[src/rtl/ltl_pkg.sv]
package ltl_pkg;

  localparam int COUNT_WIDTH_DEF = 16;
  localparam int FIFO_DEPTH      = 4;

  typedef enum logic [1:0] {
    MODE_START   = 2'd0,
    MODE_IDENT   = 2'd1,
    MODE_INT     = 2'd2,
    MODE_COMMENT = 2'd3
  } mode_t;

  localparam logic [2:0] KIND_IDENT  = 3'd0;
  localparam logic [2:0] KIND_INT    = 3'd1;
  localparam logic [2:0] KIND_LPAREN = 3'd2;
  localparam logic [2:0] KIND_RPAREN = 3'd3;
  localparam logic [2:0] KIND_LAMBDA = 3'd4;
  localparam logic [2:0] KIND_DOT    = 3'd5;

  localparam logic [7:0] CH_SPACE     = 8'h20;
  localparam logic [7:0] CH_NEWLINE   = 8'h0a;
  localparam logic [7:0] CH_TAB       = 8'h09;
  localparam logic [7:0] CH_LPAREN    = 8'h28;
  localparam logic [7:0] CH_RPAREN    = 8'h29;
  localparam logic [7:0] CH_BACKSLASH = 8'h5c;
  localparam logic [7:0] CH_DOT       = 8'h2e;
  localparam logic [7:0] CH_SEMICOLON = 8'h3b;
  localparam logic [7:0] CH_ZERO      = 8'h30;
  localparam logic [7:0] CH_NINE      = 8'h39;

  typedef struct packed {
    logic empty;
    logic room2;
  } fifo_stat_t;

endpackage

[src/rtl/ltl_if.sv]
interface ltl_in_if;
  logic       valid;
  logic       ready;
  logic [7:0] byte_value;
  logic       last_byte;

  modport source(output valid, output byte_value, output last_byte, input ready);
  modport sink(input valid, input byte_value, input last_byte, output ready);
endinterface

interface ltl_out_if #(
  parameter int COUNT_WIDTH = ltl_pkg::COUNT_WIDTH_DEF
);
  logic                   valid;
  logic                   ready;
  logic [2:0]             token_code;
  logic [COUNT_WIDTH-1:0] token_start;
  logic [COUNT_WIDTH-1:0] token_length;
  logic [COUNT_WIDTH-1:0] token_line;
  logic [COUNT_WIDTH-1:0] token_column;
  logic                   end_of_run;

  modport source(output valid, output token_code, output token_start, output token_length,
                 output token_line, output token_column, output end_of_run, input ready);
  modport sink(input valid, input token_code, input token_start, input token_length,
               input token_line, input token_column, input end_of_run, output ready);
endinterface

[src/rtl/ltl_scan.sv]
module ltl_scan #(
  parameter int COUNT_WIDTH = ltl_pkg::COUNT_WIDTH_DEF,
  localparam int TOK_W = 4 + 4 * COUNT_WIDTH
) (
  input  logic             clk,
  input  logic             rst_n,
  input  logic             accept,
  input  logic [7:0]       byte_value,
  input  logic             last_byte,
  output logic [1:0]       push_n,
  output logic [TOK_W-1:0] tok_a,
  output logic [TOK_W-1:0] tok_b
);
  import ltl_pkg::*;

  localparam int CW = COUNT_WIDTH;
  localparam logic [CW-1:0] ONE = CW'(1);

  typedef struct packed {
    logic [2:0]    kind;
    logic [CW-1:0] start;
    logic [CW-1:0] length;
    logic [CW-1:0] line;
    logic [CW-1:0] column;
    logic          eor;
  } tok_t;

  function automatic logic [CW-1:0] sat_inc(input logic [CW-1:0] v);
    return (&v) ? v : v + ONE;
  endfunction

  mode_t         mode_r, mode_nxt;
  logic          pk_r, pk_nxt;
  logic [CW-1:0] ps_r, ps_nxt;
  logic [CW-1:0] pl_r, pl_nxt;
  logic [CW-1:0] pln_r, pln_nxt;
  logic [CW-1:0] pc_r, pc_nxt;
  logic [CW-1:0] pos_r, pos_nxt;
  logic [CW-1:0] line_r, line_nxt;
  logic [CW-1:0] col_r, col_nxt;

  logic       is_nl, is_sp, is_dig, ends_id;
  logic       at_start, emit_pend, emit_one, flush;
  logic [2:0] one_kind;
  logic [1:0] cnt;
  tok_t       tp, ts, tf, ta, tb;

  always_comb begin
    is_nl   = (byte_value == CH_NEWLINE);
    is_sp   = is_nl || (byte_value == CH_SPACE) || (byte_value == CH_TAB);
    is_dig  = (byte_value >= CH_ZERO) && (byte_value <= CH_NINE);
    ends_id = is_sp || (byte_value == CH_LPAREN) || (byte_value == CH_RPAREN) ||
              (byte_value == CH_BACKSLASH) || (byte_value == CH_DOT) ||
              (byte_value == CH_SEMICOLON);

    mode_nxt  = mode_r;
    pk_nxt    = pk_r;
    ps_nxt    = ps_r;
    pl_nxt    = pl_r;
    pln_nxt   = pln_r;
    pc_nxt    = pc_r;
    at_start  = 1'b0;
    emit_pend = 1'b0;
    emit_one  = 1'b0;
    one_kind  = KIND_LPAREN;

    unique case (mode_r)
      MODE_IDENT: begin
        if (ends_id) begin
          emit_pend = 1'b1;
          mode_nxt  = MODE_START;
          at_start  = 1'b1;
        end else begin
          pl_nxt = sat_inc(pl_r);
        end
      end
      MODE_INT: begin
        if (is_dig) begin
          pl_nxt = sat_inc(pl_r);
        end else begin
          emit_pend = 1'b1;
          mode_nxt  = MODE_START;
          at_start  = 1'b1;
        end
      end
      MODE_COMMENT: begin
        if (is_nl) begin
          mode_nxt = MODE_START;
        end
      end
      default: begin
        at_start = 1'b1;
      end
    endcase

    if (at_start && !is_sp) begin
      if (is_dig || !ends_id) begin
        pk_nxt   = is_dig;
        ps_nxt   = pos_r;
        pl_nxt   = ONE;
        pln_nxt  = line_r;
        pc_nxt   = col_r;
        mode_nxt = is_dig ? MODE_INT : MODE_IDENT;
      end else if (byte_value == CH_SEMICOLON) begin
        mode_nxt = MODE_COMMENT;
      end else begin
        emit_one = 1'b1;
        if (byte_value == CH_LPAREN) begin
          one_kind = KIND_LPAREN;
        end else if (byte_value == CH_RPAREN) begin
          one_kind = KIND_RPAREN;
        end else if (byte_value == CH_BACKSLASH) begin
          one_kind = KIND_LAMBDA;
        end else begin
          one_kind = KIND_DOT;
        end
      end
    end

    if (is_nl) begin
      line_nxt = sat_inc(line_r);
      col_nxt  = ONE;
    end else begin
      line_nxt = line_r;
      col_nxt  = sat_inc(col_r);
    end
    pos_nxt = sat_inc(pos_r);

    flush = last_byte && ((mode_nxt == MODE_IDENT) || (mode_nxt == MODE_INT));

    tp = '{kind: (pk_r ? KIND_INT : KIND_IDENT), start: ps_r, length: pl_r,
           line: pln_r, column: pc_r, eor: 1'b0};
    ts = '{kind: one_kind, start: pos_r, length: ONE, line: line_r, column: col_r,
           eor: 1'b0};
    tf = '{kind: (pk_nxt ? KIND_INT : KIND_IDENT), start: ps_nxt, length: pl_nxt,
           line: pln_nxt, column: pc_nxt, eor: 1'b0};

    cnt = {1'b0, emit_pend} + {1'b0, emit_one} + {1'b0, flush};
    ta = emit_pend ? tp : (emit_one ? ts : tf);
    ta.eor = (cnt == 2'd1);
    tb = emit_one ? ts : tf;
    tb.eor = 1'b1;

    if (last_byte) begin
      mode_nxt = MODE_START;
      pk_nxt   = 1'b0;
      ps_nxt   = '0;
      pl_nxt   = '0;
      pln_nxt  = ONE;
      pc_nxt   = ONE;
      pos_nxt  = '0;
      line_nxt = ONE;
      col_nxt  = ONE;
    end
  end

  assign push_n = accept ? cnt : 2'd0;
  assign tok_a  = ta;
  assign tok_b  = tb;

  always_ff @(posedge clk) begin
    if (!rst_n) begin
      mode_r <= MODE_START;
      pk_r   <= 1'b0;
      ps_r   <= '0;
      pl_r   <= '0;
      pln_r  <= ONE;
      pc_r   <= ONE;
      pos_r  <= '0;
      line_r <= ONE;
      col_r  <= ONE;
    end else if (accept) begin
      mode_r <= mode_nxt;
      pk_r   <= pk_nxt;
      ps_r   <= ps_nxt;
      pl_r   <= pl_nxt;
      pln_r  <= pln_nxt;
      pc_r   <= pc_nxt;
      pos_r  <= pos_nxt;
      line_r <= line_nxt;
      col_r  <= col_nxt;
    end
  end

endmodule

[src/rtl/ltl_tok_fifo.sv]
module ltl_tok_fifo #(
  parameter int WIDTH = 68,
  parameter int DEPTH = ltl_pkg::FIFO_DEPTH
) (
  input  logic                clk,
  input  logic                rst_n,
  input  logic [1:0]          push_n,
  input  logic [WIDTH-1:0]    din_a,
  input  logic [WIDTH-1:0]    din_b,
  input  logic                pop,
  output logic [WIDTH-1:0]    dout,
  output ltl_pkg::fifo_stat_t stat
);
  import ltl_pkg::*;

  localparam int PW = $clog2(DEPTH);
  localparam int NW = $clog2(DEPTH + 1);

  logic [WIDTH-1:0] mem_r [DEPTH];
  logic [PW-1:0]    wr_r, wr_nxt, rd_r, rd_nxt;
  logic [NW-1:0]    cnt_r, cnt_nxt;

  always_comb begin
    wr_nxt  = wr_r + PW'(push_n);
    rd_nxt  = rd_r + PW'(pop);
    cnt_nxt = cnt_r + NW'(push_n) - NW'(pop);
  end

  always_ff @(posedge clk) begin
    if (push_n != 2'd0) begin
      mem_r[wr_r] <= din_a;
    end
    if (push_n == 2'd2) begin
      mem_r[wr_r + PW'(1)] <= din_b;
    end
  end

  always_ff @(posedge clk) begin
    if (!rst_n) begin
      wr_r  <= '0;
      rd_r  <= '0;
      cnt_r <= '0;
    end else begin
      wr_r  <= wr_nxt;
      rd_r  <= rd_nxt;
      cnt_r <= cnt_nxt;
    end
  end

  assign dout       = mem_r[rd_r];
  assign stat.empty = (cnt_r == '0);
  assign stat.room2 = (cnt_r <= NW'(DEPTH - 2));

endmodule

[src/rtl/lambda_term_lexer.sv]
// A token is written into the four-entry token queue when the byte that ends it is taken;
// the result channel offers the queue head. The scanner takes one byte per cycle while the
// queue has room for two tokens, and updates its state in the cycle it takes a byte. A byte
// that yields two tokens writes both, and the queue drains one token per cycle on out_ch.ready.
// Reset (synchronous, active low) empties the queue and returns the scanner to line 1, column 1.
module lambda_term_lexer #(
  parameter int COUNT_WIDTH = ltl_pkg::COUNT_WIDTH_DEF
) (
  input logic        clk,
  input logic        rst_n,
  ltl_in_if.sink     in_ch,
  ltl_out_if.source  out_ch
);
  import ltl_pkg::*;

  localparam int CW    = COUNT_WIDTH;
  localparam int TOK_W = 4 + 4 * CW;

  typedef struct packed {
    logic [2:0]    kind;
    logic [CW-1:0] start;
    logic [CW-1:0] length;
    logic [CW-1:0] line;
    logic [CW-1:0] column;
    logic          eor;
  } tok_t;

  logic             in_fire, out_fire;
  logic [1:0]       push_n;
  logic [TOK_W-1:0] tok_a, tok_b, tok_q;
  fifo_stat_t       stat;
  tok_t             head;

  assign in_ch.ready = stat.room2;
  assign in_fire     = in_ch.valid && in_ch.ready;
  assign out_fire    = out_ch.valid && out_ch.ready;

  ltl_scan #(
    .COUNT_WIDTH(COUNT_WIDTH)
  ) u_scan (
    .clk       (clk),
    .rst_n     (rst_n),
    .accept    (in_fire),
    .byte_value(in_ch.byte_value),
    .last_byte (in_ch.last_byte),
    .push_n    (push_n),
    .tok_a     (tok_a),
    .tok_b     (tok_b)
  );

  ltl_tok_fifo #(
    .WIDTH(TOK_W),
    .DEPTH(FIFO_DEPTH)
  ) u_fifo (
    .clk   (clk),
    .rst_n (rst_n),
    .push_n(push_n),
    .din_a (tok_a),
    .din_b (tok_b),
    .pop   (out_fire),
    .dout  (tok_q),
    .stat  (stat)
  );

  assign head                = tok_t'(tok_q);
  assign out_ch.valid        = !stat.empty;
  assign out_ch.token_code   = head.kind;
  assign out_ch.token_start  = head.start;
  assign out_ch.token_length = head.length;
  assign out_ch.token_line   = head.line;
  assign out_ch.token_column = head.column;
  assign out_ch.end_of_run   = head.eor;

  a_no_push_idle: assert property (@(posedge clk) disable iff (!rst_n)
    !in_fire |-> push_n == 2'd0)
    else $error("tokens pushed without an accepted request");

  a_push_shows: assert property (@(posedge clk) disable iff (!rst_n)
    in_fire && push_n != 2'd0 |=> out_ch.valid)
    else $error("pushed token not offered");

  a_full_not_empty: assert property (@(posedge clk) disable iff (!rst_n)
    !stat.room2 |-> !stat.empty)
    else $error("queue reports no room while empty");

  a_valid_cause: assert property (@(posedge clk) disable iff (!rst_n)
    $rose(out_ch.valid) |-> $past(in_fire))
    else $error("result appeared without an accepted request");

endmodule
[src/flat_wrapper.sv]
// flat-port wrapper written by rule: the top's interface ports become plain ports
module lambda_term_lexer_flat import ltl_pkg::*;
#(
  parameter int COUNT_WIDTH = ltl_pkg::COUNT_WIDTH_DEF
)
  (clk, rst_n, in_ch_valid, in_ch_byte_value, in_ch_last_byte, in_ch_ready, out_ch_valid, out_ch_token_code, out_ch_token_start, out_ch_token_length, out_ch_token_line, out_ch_token_column, out_ch_end_of_run, out_ch_ready);
  ltl_in_if in_ch_i ();
  ltl_out_if #(.COUNT_WIDTH(COUNT_WIDTH)) out_ch_i ();
  input logic clk;
  input logic rst_n;
  input wire logic [$bits(in_ch_i.valid)-1:0] in_ch_valid;
  input wire logic [$bits(in_ch_i.byte_value)-1:0] in_ch_byte_value;
  input wire logic [$bits(in_ch_i.last_byte)-1:0] in_ch_last_byte;
  output wire logic [$bits(in_ch_i.ready)-1:0] in_ch_ready;
  output wire logic [$bits(out_ch_i.valid)-1:0] out_ch_valid;
  output wire logic [$bits(out_ch_i.token_code)-1:0] out_ch_token_code;
  output wire logic [$bits(out_ch_i.token_start)-1:0] out_ch_token_start;
  output wire logic [$bits(out_ch_i.token_length)-1:0] out_ch_token_length;
  output wire logic [$bits(out_ch_i.token_line)-1:0] out_ch_token_line;
  output wire logic [$bits(out_ch_i.token_column)-1:0] out_ch_token_column;
  output wire logic [$bits(out_ch_i.end_of_run)-1:0] out_ch_end_of_run;
  input wire logic [$bits(out_ch_i.ready)-1:0] out_ch_ready;
  assign in_ch_i.valid = in_ch_valid;
  assign in_ch_i.byte_value = in_ch_byte_value;
  assign in_ch_i.last_byte = in_ch_last_byte;
  assign in_ch_ready = in_ch_i.ready;
  assign out_ch_valid = out_ch_i.valid;
  assign out_ch_token_code = out_ch_i.token_code;
  assign out_ch_token_start = out_ch_i.token_start;
  assign out_ch_token_length = out_ch_i.token_length;
  assign out_ch_token_line = out_ch_i.token_line;
  assign out_ch_token_column = out_ch_i.token_column;
  assign out_ch_end_of_run = out_ch_i.end_of_run;
  assign out_ch_i.ready = out_ch_ready;
  lambda_term_lexer #(.COUNT_WIDTH(COUNT_WIDTH)) u_core (.clk(clk), .rst_n(rst_n), .in_ch(in_ch_i), .out_ch(out_ch_i));
endmodule
[config.mk]
export PLATFORM = sky130hd
export DESIGN_NAME = lambda_term_lexer_flat
export DESIGN_NICKNAME = d
export VERILOG_FILES = /design/src/rtl/ltl_pkg.sv /design/src/rtl/ltl_if.sv /design/src/rtl/ltl_scan.sv /design/src/rtl/ltl_tok_fifo.sv /design/src/rtl/lambda_term_lexer.sv /design/src/flat_wrapper.sv
export SDC_FILE = /design/constraint.sdc
export NUM_CORES = 1
export LEC_CHECK = 0
export BUFFER_PORTS_ARGS = -buffer_cell sky130_fd_sc_hd__buf_2
export CORE_ASPECT_RATIO = 0.9
export CORE_MARGIN = 8
export CORE_UTILIZATION = 57
export CTS_CLUSTER_DIAMETER = 40
export DETAILED_ROUTE_END_ITERATION = 10
export GPL_ROUTABILITY_DRIVEN = 1
export PLACE_DENSITY = 0.77
export SYNTH_ARGS = -nofsm -noshare
export SYNTH_HDL_FRONTEND = slang
export SYNTH_HIERARCHICAL = 1
export SYNTH_SLANG_ARGS = --single-unit
[constraint.sdc]
create_clock -name clk -period 8.5 [get_ports clk]
set_clock_uncertainty 0.15 [all_clocks]
set_input_delay 0.425 -clock clk [delete_from_list [all_inputs] [get_ports clk]]
set_output_delay 0.425 -clock clk [all_outputs]
set_load 0.005 [all_outputs]
# Word level (Yosys, flattened, before mapping)
# Memories as Yosys holds them, arrays and structs flattened. A register that Yosys moved wholly into a read port is not among the register bits.
# Cells that the tools add are included.
# totals
reg_bits,122
ramBits,272
in_bits,13
output_inout_bits,70
elab_cells,131
memories,1
# op_classes
n_addsub,11
magnitude_cmp,3
eq_ne,18
muxes,59
n_reduce_logical,27
# mem_list
memory,words,width,rd,rd_clocked_by_memory_dff,write_ports,line,rtl
u_core.u_fifo.mem_r,4,68,1,1,2,ltl_tok_fifo.sv:19,logic [WIDTH-1:0] mem_r [DEPTH];
# ops
operator,n
16-bit 2-to-1 mux,23
68-bit 2-to-1 mux,2
"16-bit by 1-bit adder with 16-bit output, second input constant",4
16-bit AND reduction,4
"8-bit by 6-bit equality test with 1-bit output, second input constant",5
16-bit one-hot mux with 2 select lines,1
2-bit 2-to-1 mux,10
"8-bit by 4-bit equality test with 1-bit output, second input constant",2
1-bit 2-to-1 mux,15
3-bit 2-to-1 mux,5
1-bit logical OR,9
"2-bit equality test, second input constant",4
"8-bit by 7-bit equality test with 1-bit output, second input constant",1
"8-bit by 6-bit >= comparator with 1-bit output, second input constant",1
"8-bit by 6-bit less-or-equal comparator with 1-bit output, second input constant",1
"2-bit by 1-bit equality test with 1-bit output, second input constant",3
2-bit one-hot mux with 3 select lines,1
1-bit logical AND,5
2-bit by 1-bit adder with 2-bit output,2
"2-bit inequality test, second input constant",2
2-bit AND reduction,2
2-bit nonzero test,2
3-bit by 2-bit adder with 3-bit output,1
"3-bit by 2-bit less-or-equal comparator with 1-bit output, second input constant",1
other kinds (10),12

# Logic depth before layout (Yosys ltp)
# Gate-level depths: netlist of the first run.
# depth
depth_word,21
ltp_mapped,18
mapped_depth_nobuf,16

# Modules after synthesis
# Netlist of the first run, hierarchy kept.
# modules_own_cells
module,instances,cells_per_inst,area_per_inst_um2,seq_area_each_um2
ltl_tok_fifo,1,702,13629.3,8308.0
ltl_scan,1,881,7521.0,2302.2
lambda_term_lexer,1,3,16.3,0.0

# Least setup slack after synthesis of the first run
# Ideal clock, no wire load.
# synth_path
path_type,in2reg
start,input in_ch_byte_value[3]
end,"memory u_core.u_fifo.mem_r[0][0], enable pin"
setup_ps,588
t_arrival_ps,7950
required_ps,7762
setup_slack_ps,-188
stages,13
path_buffers,2
cell_sequence,clkbuf_1 > o21ai_0 > a21boi_1 > o2111ai_1 > buf_4 > or2_2 > o21a_1 > xnor2_1 > nand2_1 > fa_1 > nor2_1 > o21bai_1 > o21ai_0
# synth_rtl
element,line,rtl
from (decl),flat_wrapper.sv:12,input wire logic [$bits(in_ch_i.byte_value)-1:0] in_ch_byte_value;
to (decl),ltl_tok_fifo.sv:19,

==> impl_metrics.csv, run 1 <==
group,metric,value,unit
outcome,outcome,"finished clean",
worst_setup_path,crit_arrival,5.80,ns
sta,timing.hold.ws,0.200,ns
layout,design_area,0.0235,mm²
clock_network,clk_path_buf_depth,3,
worst_setup_path,crit_path_top_delay_cell,"nor2_4",
worst_setup_path,cp-start-kind,"flop",
die,die_x,219,µm
clock_network,numCtsBuffers,54,
global_routing,overflow,0,
sta,tightest_slew,1.22,ns
layout,area_growth,11.2,%
worst_setup_path,critPathTopFamily,"simple AND/OR/NAND/NOR gates",
drt,vias,13700,
die,initial_core_util,57.4,%
drt,ant_nets,0,
place,dp_hpwl,28800,µm
synth,synth.top_cell.area_share,38.6,%
synth,synth.area.top_cells,"edfxtp_1 (39%), mux2_2 (17%), dfxtp_1 (12%)",
worst_setup_path,cp.required,8.56,ns
clock_network,clkTransAtPathRegs,0.06,ns
global_routing,grt_max_degree,69,
worst_setup_path,cp_max_fo,31,
layout,final_cell_mix,"mux2_2 (312), edfxtp_1 (272), dfxtp_1 (120), buf_2 (82), mux4_2 (68)",
drt,wl_per_cell,23.2,µm
sta,finalSetupViolCount,0,
sta,post-route-period-util,67.6,%
worst_setup_path,critPathMaxStageDelay,0.84,ns
worst_setup_path,criticalPathCategory,"flop to flop",
layout,multi_input_area,0.00990,mm²
place,io_buffers,82,
sta,hold_violations,0,
clock_network,clk-insertion-delay-late,0.57,ns
synth,yosysTopAreaCell,"edfxtp_1",
sta,relSlewSlack,18.2,%
layout,diodes,0,
layout,n_fill_cell,2666,
clock_network,cts.sinks,394,
clock_network,cts_tree,"yes",
synth,avgSynthCellArea,13.3,µm²
synth,synthFlopType,"edfxtp_1",
die,coreArea,0.0369,mm²
synth,ys_seq_area_share,50.1,%
die,die_area,0.0436,mm²
clock_network,cts_setup_buffers,0,
layout,layout_commonest_cell,"mux2_2",
drt,viasPerCell,6.35,
sta,maxSlewViolCount,0,
drt,drcViolationCount,0,
sta,period_needed,5.74,ns
layout,final_layout_size_suffix_gt1_share,38.2,%
worst_setup_path,worstPathCellList,"inv_1 > ha_1 > a21boi_1 > o2111ai_1 > or2_2 > o21a_1 > xnor2_1 > nand2_1 > fa_1 > nor2_1 > mux2i_1 > nor2_4 > buf_4",
synth,synth_edf_count,272,
die,rows,67,
die,ios,83,
global_routing,grt_pass1_vias,13700,
drt,routed_wirelength,50000,µm
synth,synth-seq-cells,394,
worst_setup_path,path_buf_inv,2,
synth,synthCells,1586,
clock_network,htreeDepth,2,
global_routing,grt_usage,22.6,%
layout,regArea,0.0106,mm²
drt,drt_iter0_drc,1321,
synth,synth.distinct_cells,89,
pwr,powerDensity,225,mW/mm²
layout,layout.nets,1657,
global_routing,grt_pass1_wl,78200,µm
pwr,power_leakage,8.37,nW
worst_setup_path,end_kind,"flop",
global_routing,antenna_found_initial,1,
place,gp_congestion,0.897,
sta,timing.fmax,174,MHz
clock_network,cts.repair.resized,0,
worst_hold_path,hold_class,"input port to flop",
synth,synth_fp_nets,1614,
clock_network,root_buffer,"clkbuf_16",
flow_run,drv_cap,0,
synth,yosysWarnings,6,
pwr,irDropWorstVdd,0.159,mV
place,dpl_cell_area,0.0217,mm²
clock_network,postCtsHoldBufs,0,
die,dieHeight,199,µm
drt,firstDrtPassIters,6,
sta,timing.setup.tns,0,ns
synth,syn_area,0.0212,mm²
sta,rsz0062_at_grt,"false",
synth,async_flop_share,0,%
==> synth_stat cells, drive strengths merged (20+ instances only) <==
| cell type | count |
|---|---|
| a21oi | 44 |
| a22oi | 47 |
| and2 | 20 |
| buf | 69 |
| clkbuf | 42 |
| dfxtp | 122 |
| edfxtp | 272 |
| inv | 24 |
| mux2 | 370 |
| mux4 | 68 |
| nand2 | 61 |
| nand3 | 38 |
| nor2 | 65 |
| nor2b | 61 |
| nor3 | 22 |
| o21ai | 37 |
| xor2 | 24 |
==> stage by stage <==
| step | setup WS [ns] | util [%] | instances | power [mW] |
|---|---|---|---|---|
| finish | 2.76 | 63.8 | 2155 | 5.29 |
| global route | 2.36 | 63.8 | 2155 | 5.47 |
| CTS | 2.78 | 63.8 | 2155 | 5.34 |
| detailed placement | 2.57 | 59.0 | 2056 | 3.12 |
| global placement | 2.79 | 59.0 | 2056 | 3.11 |
| floorplan | 1.50 | - | 1586 | 2.80 |
==> layout make-up <==
cell class / instances / area share, %
Tap cell: 483 / 2.57
Timing Repair Buffer: 98 / 2.25
Sequential cell: 394 / 45.1
Clock inverter: 31 / 1.46
Clock buffer: 68 / 6.14
Inverter: 25 / 0.420
Multi-Input combinational cell: 1056 / 42.0
==> worst paths after layout <==
path / startpoint / endpoint / slack, ns / cells after the start
worst max-delay path: u_core/u_scan/mode_r[0] / u_core/u_fifo/mem_r[1][55] / 2.76 / 13
worst min-delay path: in_ch_last_byte / u_core/u_scan/pc_r[0] / 0.20 / 3
worst max register to register: u_core/u_scan/mode_r[0] / u_core/u_fifo/mem_r[1][55] / 2.76 / 13
worst min register to register: u_core/u_scan/pln_r[0] / u_core/u_scan/pln_r[0] / 0.38 / 2
==> flip-flops by register name (all words and copies together), names as in the netlist <==
signal                cells
u_core/u_fifo/cnt_r       3
u_core/u_fifo/mem_r     272
u_core/u_fifo/rd_r        2
u_core/u_fifo/wr_r        2
u_core/u_scan/col_r      16
u_core/u_scan/line_r     16
u_core/u_scan/mode_r      2
u_core/u_scan/pc_r       16
u_core/u_scan/pk_r        1
u_core/u_scan/pl_r       16
u_core/u_scan/pln_r      16
u_core/u_scan/pos_r      16
u_core/u_scan/ps_r       16
==> power breakdown <==
part	total (mW)	switching (mW)	internal (mW)
clock	2.22	0.870	1.35
combinational	0.896	0.505	0.391
sequential	2.18	0.0680	2.11
==> cells by family after synthesis <==
kind of cell               after synthesis  share of synthesized area [%]
muxes                                  441                           27.7
DFF                                    394                           50.1
and+or+nand+nor                        353                           9.21
AOI/OAI and AO/OA                      210                           6.97
buffers and inverters                  136                           3.36
xor gates and xnor gates                36                           1.62
adders and majority gates               15                          0.958
other                                    1                         0.0177
==> routing by layer <==
layer / wire length (µm) / share of wire, % / vias to the layer above / track usage [%]
met5: 0 / 0 / - / 0
met4: 844 / 1.7 / 0 / 6.27
met3: 3890 / 7.8 / 58 / 4.36
met2: 23300 / 47 / 531 / 35.8
met1: 21900 / 44 / 6904 / 31.7
li1: - / - / 6201 / -
==> worst min-delay path, stage by stage <==
cell,delay (ns)
buf_2,0.20
nand2_1,0.15
nand3_1,0.08
Power figures use the tool's default switching activity.
==> inputs of run 2 (changes only) <==
CORE_UTILIZATION = 63   (was 57)
PLACE_DENSITY = 0.81   (was 0.77)
clock period = 5.75 ns   (was 8.5 ns; I/O delays follow)
==> run 2 against run 1 <==
  * Sequential cell count is the same
  * First-iteration DRC count is 5.8% higher
  * Count of clock-buffer cells in the layout shrank 4
==> impl_metrics.csv, run 2 (synthesis results as in run 1) <==
group,metric,value,unit
pwr,powerDensity,330,mW/mm²
place,pre_cts_slack,0.516,ns
layout,final_cell_mix,"mux2_2 (312), edfxtp_1 (272), dfxtp_1 (120), buf_2 (82), mux4_2 (68)",
die,die_area,0.0397,mm²
clock_network,clk_path_buf_depth,3,
drt,viasPerCell,6.51,
layout,diodes,0,
worst_hold_path,worst_hold_path.num_cells,3,
layout,layout_commonest_cell,"mux2_2",
drt,routed_wirelength,48900,µm
worst_setup_path,worstRegToRegCells,14,
layout,layout.nets,1663,
sta,period_needed,5.21,ns
worst_setup_path,crit_path_top_delay_cell,"and4bb_4",
worst_setup_path,end_kind,"flop",
clock_network,cts.sinks,394,
pwr,irDropWorstVdd,0.257,mV
clock_network,postCtsHoldBufs,0,
drt,drt_iter0_drc,1397,
pwr,power_leakage,8.42,nW
worst_setup_path,r2r_end,"u_core/u_fifo/mem_r[2][38]",
sta,timing.fmax,192,MHz
worst_setup_path,rrSetupSlack,0.54,ns
sta,finalSetupViolCount,0,
global_routing,grt_pass1_vias,13900,
pwr,finalPower,7.76,mW
sta,timing.hold.ws,0.0700,ns
die,dieHeight,190,µm
place,dp_hpwl,29400,µm
flow_run,drv_cap,0,
clock_network,cts_tree,"yes",
sta,timing.setup.tns,0,ns
sta,maxSlewViolCount,0,
die,initial_core_util,64.1,%
worst_setup_path,critPathMaxStageDelay,0.87,ns
drt,ant_nets,0,
drt,wl_per_cell,23.3,µm
clock_network,numCtsBuffers,50,
sta,post-route-period-util,90.5,%
layout,n_fill_cell,2168,
sta,rsz0062_at_grt,"false",
global_routing,antenna_found_initial,0,
global_routing,grt_max_degree,70,
clock_network,cts_setup_buffers,0,
place,dpl.cell_count,2005,
layout,final_layout_size_suffix_gt1_share,38.3,%
outcome,outcome,"finished clean",
die,ios,83,
sta,relSlewSlack,19.9,%
clock_network,clkTransAtPathRegs,0.06,ns
die,coreArea,0.0330,mm²
die,rows,63,
worst_setup_path,crit_arrival,5.36,ns
worst_setup_path,cp_common_cell,"buf_4",
global_routing,grt_pass1_wl,77900,µm
place,io_buffers,82,
drt,firstDrtPassIters,6,
layout,stdcell_count,2098,
drt,vias,13700,
worst_setup_path,worstPathCellList,"inv_1 > ha_1 > a21boi_1 > o2111ai_1 > buf_4 > or2_2 > o21a_1 > xnor2_1 > nand2_1 > fa_1 > nor2_1 > and4bb_4 > buf_4 > mux2_2",
clock_network,htreeDepth,2,
worst_hold_path,min_from,"in_ch_last_byte",
worst_hold_path,hold_class,"input port to flop",
layout,area_growth,11.2,%
clock_network,cts.repair.resized,0,
worst_setup_path,cp.required,5.91,ns
worst_hold_path,hold_end,"u_core/u_scan/pc_r[0]",
worst_setup_path,cp_max_fo,39,
global_routing,grt_usage,24.3,%
worst_setup_path,cp-start-kind,"flop",
place,gp_congestion,0.939,
clock_network,root_buffer,"clkbuf_16",
sta,tightest_slew,1.20,ns
worst_setup_path,criticalPathCategory,"flop to flop",
drt,drcViolationCount,0,
layout,largest_reg_flops,272,
clock_network,clk-insertion-delay-late,0.56,ns
sta,fin_ws,0.544,ns
global_routing,overflow,0,
worst_setup_path,r2r_start,"u_core/u_scan/mode_r[0]",
sta,hold_violations,0,
die,die_x,209,µm
layout,top_register,"u_core/u_fifo/mem_r",
run 2: per-stage QoR:
step / utilization [%] / area (µm²)
after floorplan: - / 21200
after global placement: 66.0 / 21800
after detailed placement: 66.0 / 21800
after CTS: 71.3 / 23500
after global routing: 71.3 / 23500
final: 71.3 / 23500
run 2: worst max path at each step:
stage	to	start	depth (start not counted)	slack (ns)
2_1_floorplan	u_core/u_fifo/mem_r[1][0]	in_ch_byte_value[3]	13	-0.77
3_3_place_gp	u_core/u_fifo/mem_r[2][45]	in_ch_byte_value[2]	13	0.67
3_5_place_dp	u_core/u_fifo/mem_r[2][40]	in_ch_byte_value[2]	13	0.52
4_1_cts	u_core/u_fifo/mem_r[2][38]	u_core/u_scan/mode_r[0]	14	0.60
5_1_grt	u_core/u_fifo/mem_r[2][40]	u_core/u_scan/mode_r[0]	14	0.29
6_report	u_core/u_fifo/mem_r[2][38]	u_core/u_scan/mode_r[0]	14	0.54
run 2: area by class of cell:
| type | count | area, µm² | area share [%] |
|---|---|---|---|
| Clock buffer | 64 | 1400 | 5.94 |
| Clock inverter | 29 | 349 | 1.48 |
| Inverter | 25 | 98.8 | 0.420 |
| Multi-Input combinational cell | 1056 | 9900 | 42.1 |
| Sequential cell | 394 | 10600 | 45.1 |
| Tap cell | 422 | 528 | 2.24 |
| Timing Repair Buffer | 108 | 643 | 2.73 |
run 2: critical path: cells and delay by family (launching register included):
kind            cells  cell delay, ns
mux                 1            0.38
flops               1            0.34
buf+inv             3            0.76
xor+xnor            1            0.16
simple gates        4            1.73
compound gates      3            0.69
fa+ha+maj           2            0.72
run 2: report_power, final:
part           internal (mW)  leakage, nW  switching [mW]  total, mW
Sequential              3.12         3.44           0.167       3.29
Clock                   2.01        0.853            1.22       3.23
Combinational          0.583         4.13           0.657       1.24
run 2: per-layer routing:
| layer | track usage (%) | share of wire (%) | vias up |
|---|---|---|---|
| met5 | 0 | 0 | - |
| met4 | 6.74 | 2.0 | 0 |
| met3 | 3.62 | 6.7 | 73 |
| met2 | 40.0 | 48 | 512 |
| met1 | 33.5 | 44 | 6864 |
| li1 | - | - | 6205 |
